`src/sv/slg_pkg.sv`:
```
// ----------------------------------------------------------------------------
// slg_pkg
// Types and constants shared by the stepper pulse limit guard.
// ----------------------------------------------------------------------------
package slg_pkg;

  localparam int POSITION_BITS = 16;
  localparam int POS_OUT_W     = 16;
  localparam int TIME_W        = 64;
  localparam int DELAY_W       = 20;
  localparam int DEBOUNCE_W    = 30;
  localparam int CFG_INDEX_W   = 2;
  localparam int CFG_DATA_W    = 30;

  localparam logic [DEBOUNCE_W-1:0] DEBOUNCE_RESET = DEBOUNCE_W'(10000000);

  typedef enum logic [CFG_INDEX_W-1:0] {
    REG_STEP_DELAY  = 2'd0,
    REG_MOVE_INWARD = 2'd1,
    REG_DEBOUNCE    = 2'd2
  } cfg_reg_t;

  typedef enum logic [1:0] {
    MODE_LIMITED = 2'd0,
    MODE_DRIVE   = 2'd1,
    MODE_INNER   = 2'd2,
    MODE_OUTER   = 2'd3
  } mode_t;

  typedef struct packed {
    logic [DELAY_W-1:0]    step_delay_ns;
    logic                  move_inward;
    logic [DEBOUNCE_W-1:0] debounce_ns;
  } cfg_t;

  typedef struct packed {
    logic [TIME_W-1:0] now_ns;
    logic              inside_switch_level;
    logic              outside_switch_level;
  } tick_t;

  typedef struct packed {
    logic                 step_written;
    logic                 step_level;
    logic                 dir_level;
    logic [POS_OUT_W-1:0] position_steps;
    mode_t                mode_code;
  } result_t;

  function automatic mode_t mode_from_switches(logic in_lvl, logic out_lvl);
    mode_t m;
    if (in_lvl && out_lvl) begin
      m = MODE_DRIVE;
    end else if (in_lvl) begin
      m = MODE_OUTER;
    end else if (out_lvl) begin
      m = MODE_INNER;
    end else begin
      m = MODE_LIMITED;
    end
    return m;
  endfunction

endpackage

```
`src/sv/slg_if.sv`:
```
// ----------------------------------------------------------------------------
// slg_tick_if / slg_result_if
// Valid/ready channels carrying poll ticks and per-tick results.
// ----------------------------------------------------------------------------
interface slg_tick_if
  import slg_pkg::*;
();
  logic              valid;
  logic              ready;
  logic [TIME_W-1:0] now_ns;
  logic              inside_switch_level;
  logic              outside_switch_level;

  modport source (output valid, now_ns, inside_switch_level, outside_switch_level,
                  input ready);
  modport sink (input valid, now_ns, inside_switch_level, outside_switch_level,
                output ready);
endinterface

interface slg_result_if
  import slg_pkg::*;
();
  logic                 valid;
  logic                 ready;
  logic                 step_written;
  logic                 step_level;
  logic                 dir_level;
  logic [POS_OUT_W-1:0] position_steps;
  logic [1:0]           mode_code;

  modport source (output valid, step_written, step_level, dir_level, position_steps,
                  mode_code, input ready);
  modport sink (input valid, step_written, step_level, dir_level, position_steps,
                mode_code, output ready);
endinterface

```
`src/sv/slg_cfg_regs.sv`:
```
// ----------------------------------------------------------------------------
// slg_cfg_regs
// Configuration register file: step delay, direction and debounce window.
// ----------------------------------------------------------------------------
module slg_cfg_regs
  import slg_pkg::*;
(
  input  logic                   clk,
  input  logic                   rst,
  input  logic                   cfg_we,
  input  logic [CFG_INDEX_W-1:0] cfg_index,
  input  logic [CFG_DATA_W-1:0]  cfg_data,
  output cfg_t                   cfg
);

  always_ff @(posedge clk) begin
    if (rst) begin
      cfg.step_delay_ns <= '0;
      cfg.move_inward   <= 1'b1;
      cfg.debounce_ns   <= DEBOUNCE_RESET;
    end else if (cfg_we) begin
      case (cfg_reg_t'(cfg_index))
        REG_STEP_DELAY:  cfg.step_delay_ns <= cfg_data[DELAY_W-1:0];
        REG_MOVE_INWARD: cfg.move_inward   <= cfg_data[0];
        REG_DEBOUNCE:    cfg.debounce_ns   <= cfg_data[DEBOUNCE_W-1:0];
        default: ;
      endcase
    end
  end

endmodule

```
`src/sv/slg_core.sv`:
```
// ----------------------------------------------------------------------------
// slg_core
// Guard state and single-pass step logic: one tick in, one result out.
// ----------------------------------------------------------------------------
module slg_core
  import slg_pkg::*;
(
  input  logic    clk,
  input  logic    rst,
  input  cfg_t    cfg,
  input  logic    fire,
  input  tick_t   tick,
  output result_t result
);

  mode_t                    drive_mode, drive_mode_next;
  logic                     half_phase;
  logic [POSITION_BITS-1:0] position_count, position_count_next;
  logic [TIME_W-1:0]        last_pulse_time;
  logic [TIME_W-1:0]        last_limit_time;

  logic [TIME_W-1:0]        pulse_elapsed;
  logic [TIME_W-1:0]        limit_elapsed;
  logic                     pulse_due;
  logic                     in_window;
  logic                     debounce_over;
  logic                     allow;
  logic                     do_pulse;
  logic                     set_limit;
  logic [POSITION_BITS+POS_OUT_W-1:0] pos_ext;

  assign pulse_elapsed = tick.now_ns - last_pulse_time;
  assign limit_elapsed = tick.now_ns - last_limit_time;
  assign pulse_due     = (cfg.step_delay_ns != '0) &&
                         (pulse_elapsed > TIME_W'(cfg.step_delay_ns));
  assign in_window     = limit_elapsed < TIME_W'(cfg.debounce_ns);
  assign debounce_over = pulse_elapsed > TIME_W'(cfg.debounce_ns);

  always_comb begin
    allow           = 1'b0;
    set_limit       = 1'b0;
    drive_mode_next = drive_mode;
    case (drive_mode)
      MODE_DRIVE: begin
        allow           = 1'b1;
        drive_mode_next = mode_from_switches(tick.inside_switch_level,
                                             tick.outside_switch_level);
      end
      MODE_OUTER: begin
        if (!tick.outside_switch_level) begin
          allow     = cfg.move_inward;
          set_limit = 1'b1;
        end else if (in_window) begin
          allow = cfg.move_inward;
        end else begin
          drive_mode_next = MODE_DRIVE;
        end
      end
      MODE_INNER: begin
        if (!tick.inside_switch_level) begin
          allow     = !cfg.move_inward;
          set_limit = 1'b1;
        end else if (in_window) begin
          allow = !cfg.move_inward;
        end else begin
          drive_mode_next = MODE_DRIVE;
        end
      end
      default: begin
        if (debounce_over) begin
          drive_mode_next = mode_from_switches(tick.inside_switch_level,
                                               tick.outside_switch_level);
        end
      end
    endcase
  end

  assign do_pulse = allow && pulse_due;

  always_comb begin
    position_count_next = position_count;
    if (do_pulse && half_phase) begin
      if (cfg.move_inward) begin
        position_count_next = position_count + POSITION_BITS'(1);
      end else begin
        position_count_next = position_count - POSITION_BITS'(1);
      end
    end
  end

  assign pos_ext = {{POS_OUT_W{1'b0}}, position_count_next};

  always_comb begin
    result.step_written   = do_pulse;
    result.step_level     = do_pulse & half_phase;
    result.dir_level      = cfg.move_inward;
    result.position_steps = pos_ext[POS_OUT_W-1:0];
    result.mode_code      = drive_mode_next;
  end

  always_ff @(posedge clk) begin
    if (rst) begin
      drive_mode      <= MODE_DRIVE;
      half_phase      <= 1'b0;
      position_count  <= '0;
      last_pulse_time <= '0;
      last_limit_time <= '0;
    end else if (fire) begin
      drive_mode     <= drive_mode_next;
      position_count <= position_count_next;
      if (do_pulse) begin
        half_phase      <= !half_phase;
        last_pulse_time <= tick.now_ns;
      end
      if (set_limit) begin
        last_limit_time <= tick.now_ns;
      end
    end
  end

endmodule

```
`src/sv/stepper_pulse_limit_guard.sv`:
```
// ----------------------------------------------------------------------------
// stepper_pulse_limit_guard
// Step pulse generator with limit switch guard, one result per poll tick.
//
//   channel   dir   transaction
//   tick      in    now_ns, inside_switch_level, outside_switch_level
//   result    out   step_written, step_level, dir_level, position_steps,
//                   mode_code
//   cfg       in    cfg_we, cfg_index, cfg_data (write only)
//
// One tick per clock sustained while the result is not stalled; an accepted tick
// goes to the input register, then its result to the result register, from
// which it is taken.
// The guard state updates in the same cycle the tick leaves the input register.
// Reset (rst, synchronous) empties both stages and restores state and config.
// A stalled result holds both stages; tick.ready drops only then.
// ----------------------------------------------------------------------------
module stepper_pulse_limit_guard
  import slg_pkg::*;
(
  input  logic                   clk,
  input  logic                   rst,
  slg_tick_if.sink               tick,
  slg_result_if.source           result,
  input  logic                   cfg_we,
  input  logic [CFG_INDEX_W-1:0] cfg_index,
  input  logic [CFG_DATA_W-1:0]  cfg_data
);

  cfg_t    cfg;
  tick_t   tick_reg;
  logic    tick_valid;
  result_t res_comb;
  result_t res_reg;
  logic    res_valid;
  logic    advance;

  slg_cfg_regs u_cfg (
    .clk       (clk),
    .rst       (rst),
    .cfg_we    (cfg_we),
    .cfg_index (cfg_index),
    .cfg_data  (cfg_data),
    .cfg       (cfg)
  );

  slg_core u_core (
    .clk    (clk),
    .rst    (rst),
    .cfg    (cfg),
    .fire   (advance),
    .tick   (tick_reg),
    .result (res_comb)
  );

  assign advance    = tick_valid && (!res_valid || result.ready);
  assign tick.ready = !tick_valid || advance;

  always_ff @(posedge clk) begin
    if (rst) begin
      tick_valid <= 1'b0;
    end else if (tick.ready) begin
      tick_valid <= tick.valid;
    end
  end

  always_ff @(posedge clk) begin
    if (tick.ready && tick.valid) begin
      tick_reg.now_ns               <= tick.now_ns;
      tick_reg.inside_switch_level  <= tick.inside_switch_level;
      tick_reg.outside_switch_level <= tick.outside_switch_level;
    end
  end

  always_ff @(posedge clk) begin
    if (rst) begin
      res_valid <= 1'b0;
    end else if (advance) begin
      res_valid <= 1'b1;
    end else if (result.ready) begin
      res_valid <= 1'b0;
    end
  end

  always_ff @(posedge clk) begin
    if (advance) begin
      res_reg <= res_comb;
    end
  end

  assign result.valid          = res_valid;
  assign result.step_written   = res_reg.step_written;
  assign result.step_level     = res_reg.step_level;
  assign result.dir_level      = res_reg.dir_level;
  assign result.position_steps = res_reg.position_steps;
  assign result.mode_code      = res_reg.mode_code;

endmodule
```
`src/flat_wrapper.sv`:
```
// flat-port wrapper written by rule: the top's interface ports become plain ports
module stepper_pulse_limit_guard_flat import slg_pkg::*;
  (clk, rst, cfg_we, cfg_index, cfg_data, tick_valid, tick_now_ns, tick_inside_switch_level, tick_outside_switch_level, tick_ready, result_valid, result_step_written, result_step_level, result_dir_level, result_position_steps, result_mode_code, result_ready);
  slg_tick_if tick_i ();
  slg_result_if result_i ();
  input  logic clk;
  input  logic rst;
  input  logic cfg_we;
  input  logic [CFG_INDEX_W-1:0] cfg_index;
  input  logic [CFG_DATA_W-1:0] cfg_data;
  input wire logic [$bits(tick_i.valid)-1:0] tick_valid;
  input wire logic [$bits(tick_i.now_ns)-1:0] tick_now_ns;
  input wire logic [$bits(tick_i.inside_switch_level)-1:0] tick_inside_switch_level;
  input wire logic [$bits(tick_i.outside_switch_level)-1:0] tick_outside_switch_level;
  output wire logic [$bits(tick_i.ready)-1:0] tick_ready;
  output wire logic [$bits(result_i.valid)-1:0] result_valid;
  output wire logic [$bits(result_i.step_written)-1:0] result_step_written;
  output wire logic [$bits(result_i.step_level)-1:0] result_step_level;
  output wire logic [$bits(result_i.dir_level)-1:0] result_dir_level;
  output wire logic [$bits(result_i.position_steps)-1:0] result_position_steps;
  output wire logic [$bits(result_i.mode_code)-1:0] result_mode_code;
  input wire logic [$bits(result_i.ready)-1:0] result_ready;
  assign tick_i.valid = tick_valid;
  assign tick_i.now_ns = tick_now_ns;
  assign tick_i.inside_switch_level = tick_inside_switch_level;
  assign tick_i.outside_switch_level = tick_outside_switch_level;
  assign tick_ready = tick_i.ready;
  assign result_valid = result_i.valid;
  assign result_step_written = result_i.step_written;
  assign result_step_level = result_i.step_level;
  assign result_dir_level = result_i.dir_level;
  assign result_position_steps = result_i.position_steps;
  assign result_mode_code = result_i.mode_code;
  assign result_i.ready = result_ready;
  stepper_pulse_limit_guard u_core (.clk(clk), .rst(rst), .tick(tick_i), .result(result_i), .cfg_we(cfg_we), .cfg_index(cfg_index), .cfg_data(cfg_data));
endmodule
```
`config.mk`:
```
export PLATFORM = sky130hd
export DESIGN_NAME = stepper_pulse_limit_guard_flat
export DESIGN_NICKNAME = d
export VERILOG_FILES = /design/src/sv/slg_pkg.sv /design/src/sv/slg_if.sv /design/src/sv/slg_cfg_regs.sv /design/src/sv/slg_core.sv /design/src/sv/stepper_pulse_limit_guard.sv /design/src/flat_wrapper.sv
export SDC_FILE = /design/constraint.sdc
export NUM_CORES = 1
export LEC_CHECK = 0
export BUFFER_PORTS_ARGS = -buffer_cell sky130_fd_sc_hd__buf_2
export CORE_MARGIN = 10
export CORE_UTILIZATION = 30
export DETAILED_ROUTE_END_ITERATION = 10
export GPL_TIMING_DRIVEN = 0
export SYNTH_ARGS = -nofsm -noshare
export SYNTH_HDL_FRONTEND = slang
export SYNTH_SLANG_ARGS = --single-unit
```
`constraint.sdc`:
```
create_clock -name clk -period 6.55 [get_ports clk]
set_input_delay 0.3275 -clock clk [delete_from_list [all_inputs] [get_ports clk]]
set_output_delay 0.3275 -clock clk [all_outputs]
set_load 0.03 [all_outputs]
```
==> results of run 1 <==
[power by group]
part           leakage, uW  total (uW)  internal, uW  switching (uW)
sequential         0.00247        1980          1910            67.5
clock             0.000601        2060          1200             855
combinational      0.00673        1590           586             999
total              0.00980        5620          3700            1920
[what timing repair did]
item | in CTS | in global routing
gates resized for setup | 1 | 21
pin swaps | 0 | 6
endpoints found under the hold margin | 79 | 0
cloned | 0 | 1
hold buffers | 74 | 0
endpoints found under the setup margin | 23 | 98
setup buffers | 0 | 11
[layout by cell type, fill, tap and decap left out, drive strengths merged, types with 87 or more instances in the layout]
cell type	n
nand2	488
a21oi	323
ha	220
inv	209
dfxtp	200
buf	191
o21ai	154
clkbuf	153
nor2	147
edfxtp	87
[critical path, delay by kind of cell (launching register included)]
family                     cells  cell delay (ns)
and+or+nand+nor               11             2.62
AOI/OAI and AO/OA              6             1.41
adders and majority gates      2             0.59
DFF                            1             0.52
buffers and inverters          2             0.48
muxes                          1             0.33
xor gates and xnor gates       1             0.20
[layout make-up]
| type | count | share of cell area |
|---|---|---|
| antenna | 3 | 0.000281 |
| buffer | 152 | 0.0280 |
| clock buffer | 55 | 0.0407 |
| clock inverter | 15 | 0.00510 |
| inverter | 208 | 0.0292 |
| multi-input combinational | 2236 | 0.548 |
| sequential | 287 | 0.248 |
| tap | 969 | 0.0454 |
| timing repair buffer | 211 | 0.0555 |
[cells by family (layout without fill, tap and decap cells)]
| group | count (synthesis) | after routing | synth area share |
|---|---|---|---|
| AO/OA/AOI/OAI | 840 | 840 | 0.239 |
| XOR/XNOR | 89 | 89 | 0.0343 |
| adder cells (fa/ha/maj) | 223 | 223 | 0.124 |
| buffers and inverters | 360 | 641 | 0.0671 |
| flip-flops | 287 | 287 | 0.292 |
| multiplexers | 43 | 43 | 0.0200 |
| other | 0 | 3 | 0 |
| AND/OR/NAND/NOR | 1041 | 1041 | 0.224 |
[stage by stage]
stage          setup WS (ns)  setup TNS, ns  cells
6_report               0.236              0   4136
3_5_place_dp          0.0509              0   3977
3_3_place_gp          0.0119              0   3976
4_1_cts              0.00965              0   4121
2_1_floorplan           1.29              0   2883
5_1_grt               -0.119          -3.99   4134
[worst max-delay path by stage]
stage                                      endpoint
floorplan           u_core.result.position_steps[1]
global route               u_core.u_core.half_phase
finish                     u_core.u_core.half_phase
CTS                 u_core.result.position_steps[2]
detailed placement  u_core.result.position_steps[2]
global placement    u_core.result.position_steps[1]
[metal layers]
| metal | wire, um | up-vias | track usage |
|---|---|---|---|
| li1 | - | 11000 | - |
| met1 | 37300 | 10500 | 0.245 |
| met2 | 37000 | 626 | 0.299 |
| met3 | 5180 | 122 | 0.0242 |
| met4 | 2070 | 0 | 0.0505 |
| met5 | 0 | - | 0 |
==> metrics.cfg, run 1 <==
[cells_and_area]
syn_to_final_growth_pct=17.7
seq_area_um2=6620
final_net_count=3460
multiInputGateArea_um2=14600
design_area_um2=26700
finish.utilization=0.358
fillers=7822
layout-drive-gt1-share=0.109
largest_reg_flops=66

[timing]
holdWs_ns=0.0250
max_freq_mhz=158
slew_headroom=0.118
drv_slew=0
fin_crit_ns=6.31
worst_slew_pin_slew_ns=1.32
fin_crit_sh=0.964
fin_skew_ns=0.0175
hold_viol=0
setup_violations=0

[worst_hold_path]
hp-class=in2reg
hp-start=cfg_data[8]
worstHoldEndpoint=u_core.u_cfg.cfg[39]
hold_depth=3

[detailed_routing]
vias=22300
via_per_inst=5.39
drt-pass1-iter-count=7
wl_per_cell_um=19.7
drt_iter0_markers=1489
ant_nets=0
drc=0
finalWirelength_um=81500

[yosys]
ys_warn_count=0
postSynthCellCount=2883
synth.net_count=3209
synth_async_sr_flop_share=0
synth_area_per_cell_um2=7.87
synth_common_cells=nand2_1 (488), a21oi_1 (315), ha_1 (220), inv_1 (207), dfxtp_1 (200)
post-synth-top-area-cell=dfxtp_1
synth.most_common_cell=nand2_1
yosysTopAreaCellShare=0.176
syn-cell-area_um2=22700
synth_edf_count=87
synth_cell_types=100
ys_ff_latch=287
synth.area.top_cells=dfxtp_1 (18%), ha_1 (12%), edfxtp_1 (12%), nand2_1 (8.1%), a21oi_1 (6.9%)
synth-seq-area-share=0.292
synth_ff_type=dfxtp_1

[setup_path]
cp_max_fo=11
worst_path_largest_cell_delay_ns=0.52
end_kind=flip-flop
reg2reg_setup_slack_ns=0.24
critPathLaunch=u_core.tick_reg[3]
crit_chain=ha_1, nor2b_1, o31a_1, o2111ai_2, a31o_2, and2_1, nor3_1, or3b_2, xor2_1, ha_1, a21oi_1, o21ai_0, a222oi_1, nand4_1, nor4_2, nand4b_1, nor4_1, and4_2, nor2_2, buf_6, nor3_4, buf_6, mux2_1
path_class=reg2reg
critPathRequiredTime_ns=7.01
reg2reg_from=u_core.tick_reg[3]
cp_slowest_cell=edfxtp_1
worstSetupStartpointType=flip-flop
reg2reg_depth=23
r2r_end=u_core.u_core.half_phase
cp.arrival_ns=6.77

[placed_design]
gp_congestion=0.961
dpl_cell_area_um2=24600
dp_hpwl_um=64500
portBuffers=124

[run]
maxCapViolCount=0

[die]
dieArea_um2=87100
die_w_um=295
ios=126
num_rows=100
fp.dieH_um=295
core_area_um2=74700
initial_core_util=0.304

[global_routing]
antenna_found_initial=5
grt_pass1_vias=21400
grt_start_max_net_pins=54
globalRoute.totalOverflow=0
grt_pass1_wl_um=125000
grtUsageTotal=0.181

[power_and_ir_drop]
max-vdd-ir-drop_v=0.000159
total_power_uw=5620
leakage_uw=0.00980
power_density_nw_per_um2=210

[clock_tree]
htreeDepth=2
clockBufferDepth=3
clock_sinks=287
cts_tree=yes
path_clk_slew_ns=0.06
clkLatencyLatePin_ns=0.58
cts_made_buffers=38
root_buffer=clkbuf_16

[status]
status=completed

Power figures use the tool's default switching activity.
==> run 2: changes to the inputs <==
PLACE_DENSITY_LB_ADDON = 0.08   (was default)
==> run 2 against run 1 <==
First-iteration DRC count is 12% lower. Register-to-register slack better by 0.07 ns. Critical path depth stayed put. Sequential share of layout area is 0.18 points lower. Die area stayed put. Combinational power is 3% higher. Core utilization is 0.26 points higher. Clock skew is 0.0080 ns higher. Wire length is 8.9% higher. Clock power is 6% higher. Sequential cell count stayed put. Non-clock buffer count is 8 higher.
==> metrics.cfg, run 2 (synthesized netlist as in run 1, its figures left out) <==
[die]
num_rows=100
die_w_um=295
core_area_um2=74700
initial_core_util=0.304
dieArea_um2=87100
ios=126
fp.dieH_um=295

[placed_design]
dpl_cell_area_um2=24600
portBuffers=124
dp_hpwl_um=71800
gp_congestion=0.914

[setup_path]
cp.arrival_ns=6.70
cp_max_fo=10
worstSetupStartpointType=flip-flop
critPathRequiredTime_ns=7.01
path_class=reg2reg
end_kind=flip-flop

[global_routing]
globalRoute.totalOverflow=0
antenna_found_initial=2
grtUsageTotal=0.198
grt_pass1_vias=21700
grt_start_max_net_pins=53
grt_pass1_wl_um=133000

[cells_and_area]
layout_common_cells=nand2_1 (488), a21oi_1 (312), ha_1 (219), inv_1 (207), dfxtp_1 (200)
final_net_count=3468
design_area_um2=26900
largest_reg_flops=66
antenna_cells=0
layout_commonest_cell=nand2_1
layout-drive-gt1-share=0.109
syn_to_final_growth_pct=18.6

[timing]
fin_crit_ns=6.25
slew_headroom=0.0406
holdWs_ns=0.0306
drv_slew=0
max_freq_mhz=160
fin_skew_ns=0.0255
worst_slew_pin_slew_ns=1.44
setup_violations=0
hold_viol=0
fin_crit_sh=0.954

[power_and_ir_drop]
leakage_uw=0.00986
power_density_nw_per_um2=215
power_frac_seq=0.341
internal_power_uw=3810
p_switching_uw=1990
switching_share=0.343
clockPowerShare=0.377
combPwrFrac=0.282
max-vdd-ir-drop_v=0.000177

[status]
status=completed

[clock_tree]
path_clk_slew_ns=0.07
cts_made_buffers=38
cts_tree=yes
htreeDepth=2
clockBufferDepth=3
root_buffer=clkbuf_16
clkLatencyLatePin_ns=0.59
clock_sinks=287

[detailed_routing]
ant_nets=0
drc=0
finalWirelength_um=88700
wl_per_cell_um=21.4
via_per_inst=5.40
vias=22400
drt_iter0_markers=1312
drt-pass1-iter-count=5

[run]
maxCapViolCount=0

[worst_hold_path]
hp-class=in2reg

-- run 2: power groups by stage --
| stage | clock, uW | sequential (uW) | combinational (uW) |
|---|---|---|---|
| finish | 2180 | 1980 | 1630 |
| global route | 2330 | 1980 | 1810 |
| CTS | 2250 | 1980 | 1610 |
| detailed placement | 0 | 2020 | 1550 |
| global placement | 0 | 2020 | 1530 |
| floorplan | 0 | 1990 | 1040 |
-- run 2: critical path, cell delays in order, from the launching register on --
cell and delay, ns:
edfxtp_1 0.54, inv_1 0.14, ha_1 0.21, inv_1 0.07
fa_1 0.43, a211oi_2 0.26, o21ai_0 0.17, o2111ai_1 0.37
and2_1 0.26, xnor2_1 0.15, ha_1 0.28, and4_1 0.22
a221o_1 0.31, a21oi_1 0.32, o221ai_1 0.16, nor4_1 0.29
nand4b_1 0.17, nor4_2 0.27, and4_2 0.32, nor2_2 0.08
buf_6 0.18, nor3_4 0.27, buf_12 0.24, mux2_1 0.33
-- run 2: layout make-up --
class | instances | area [um^2]
multi-input combinational | 2236 | 14700
tap | 969 | 1210
buffer | 150 | 757
clock buffer | 50 | 1030
inverter | 208 | 781
clock inverter | 20 | 254
sequential | 287 | 6620
fill | 7804 | 47800
timing repair buffer | 221 | 1600
-- run 2: path summary, 6_finish.rpt --
kind,from,endpoint,slack (ns),cells after the start
setup / recovery,u_core.tick_reg[2],u_core.u_core.half_phase,0.30,23
hold / removal,cfg_data[12],u_core.u_cfg.cfg[12],0.03,3
setup reg to reg,u_core.tick_reg[2],u_core.u_core.half_phase,0.30,23
hold reg to reg,u_core.u_core.last_limit_time[41],u_core.u_core.last_limit_time[41],0.45,2
-- run 2: per-stage QoR --
| stage | util | setup slack, ns | power (uW) | std cells | setup TNS [ns] |
|---|---|---|---|---|---|
| after floorplan | - | 1.29 | 3030 | 2883 | 0 |
| after global placement | 0.328 | -0.226 | 3550 | 3976 | -12.22 |
| after detailed placement | 0.329 | -0.256 | 3560 | 3977 | -14.10 |
| after CTS | 0.359 | 0.0231 | 5840 | 4141 | 0 |
| after global routing | 0.360 | -0.00894 | 6120 | 4141 | -0.0175 |
| final | 0.360 | 0.302 | 5790 | 4141 | 0 |
-- run 2: repair_timing --
item	in CTS	in global routing
buffers inserted	3	2
endpoints found under the hold margin	102	0
hold buffers	91	0
setup endpoints to repair	87	97
pin swaps	3	7
resized for setup	6	26
cloned	0	0
-- run 2: metal layers --
metal | part of all wire | vias to the layer above | track usage
met5 | 0 | - | 0
met4 | 0.019 | 0 | 0.0417
met3 | 0.044 | 78 | 0.0228
met2 | 0.44 | 539 | 0.318
met1 | 0.49 | 10700 | 0.282
li1 | - | 11000 | -
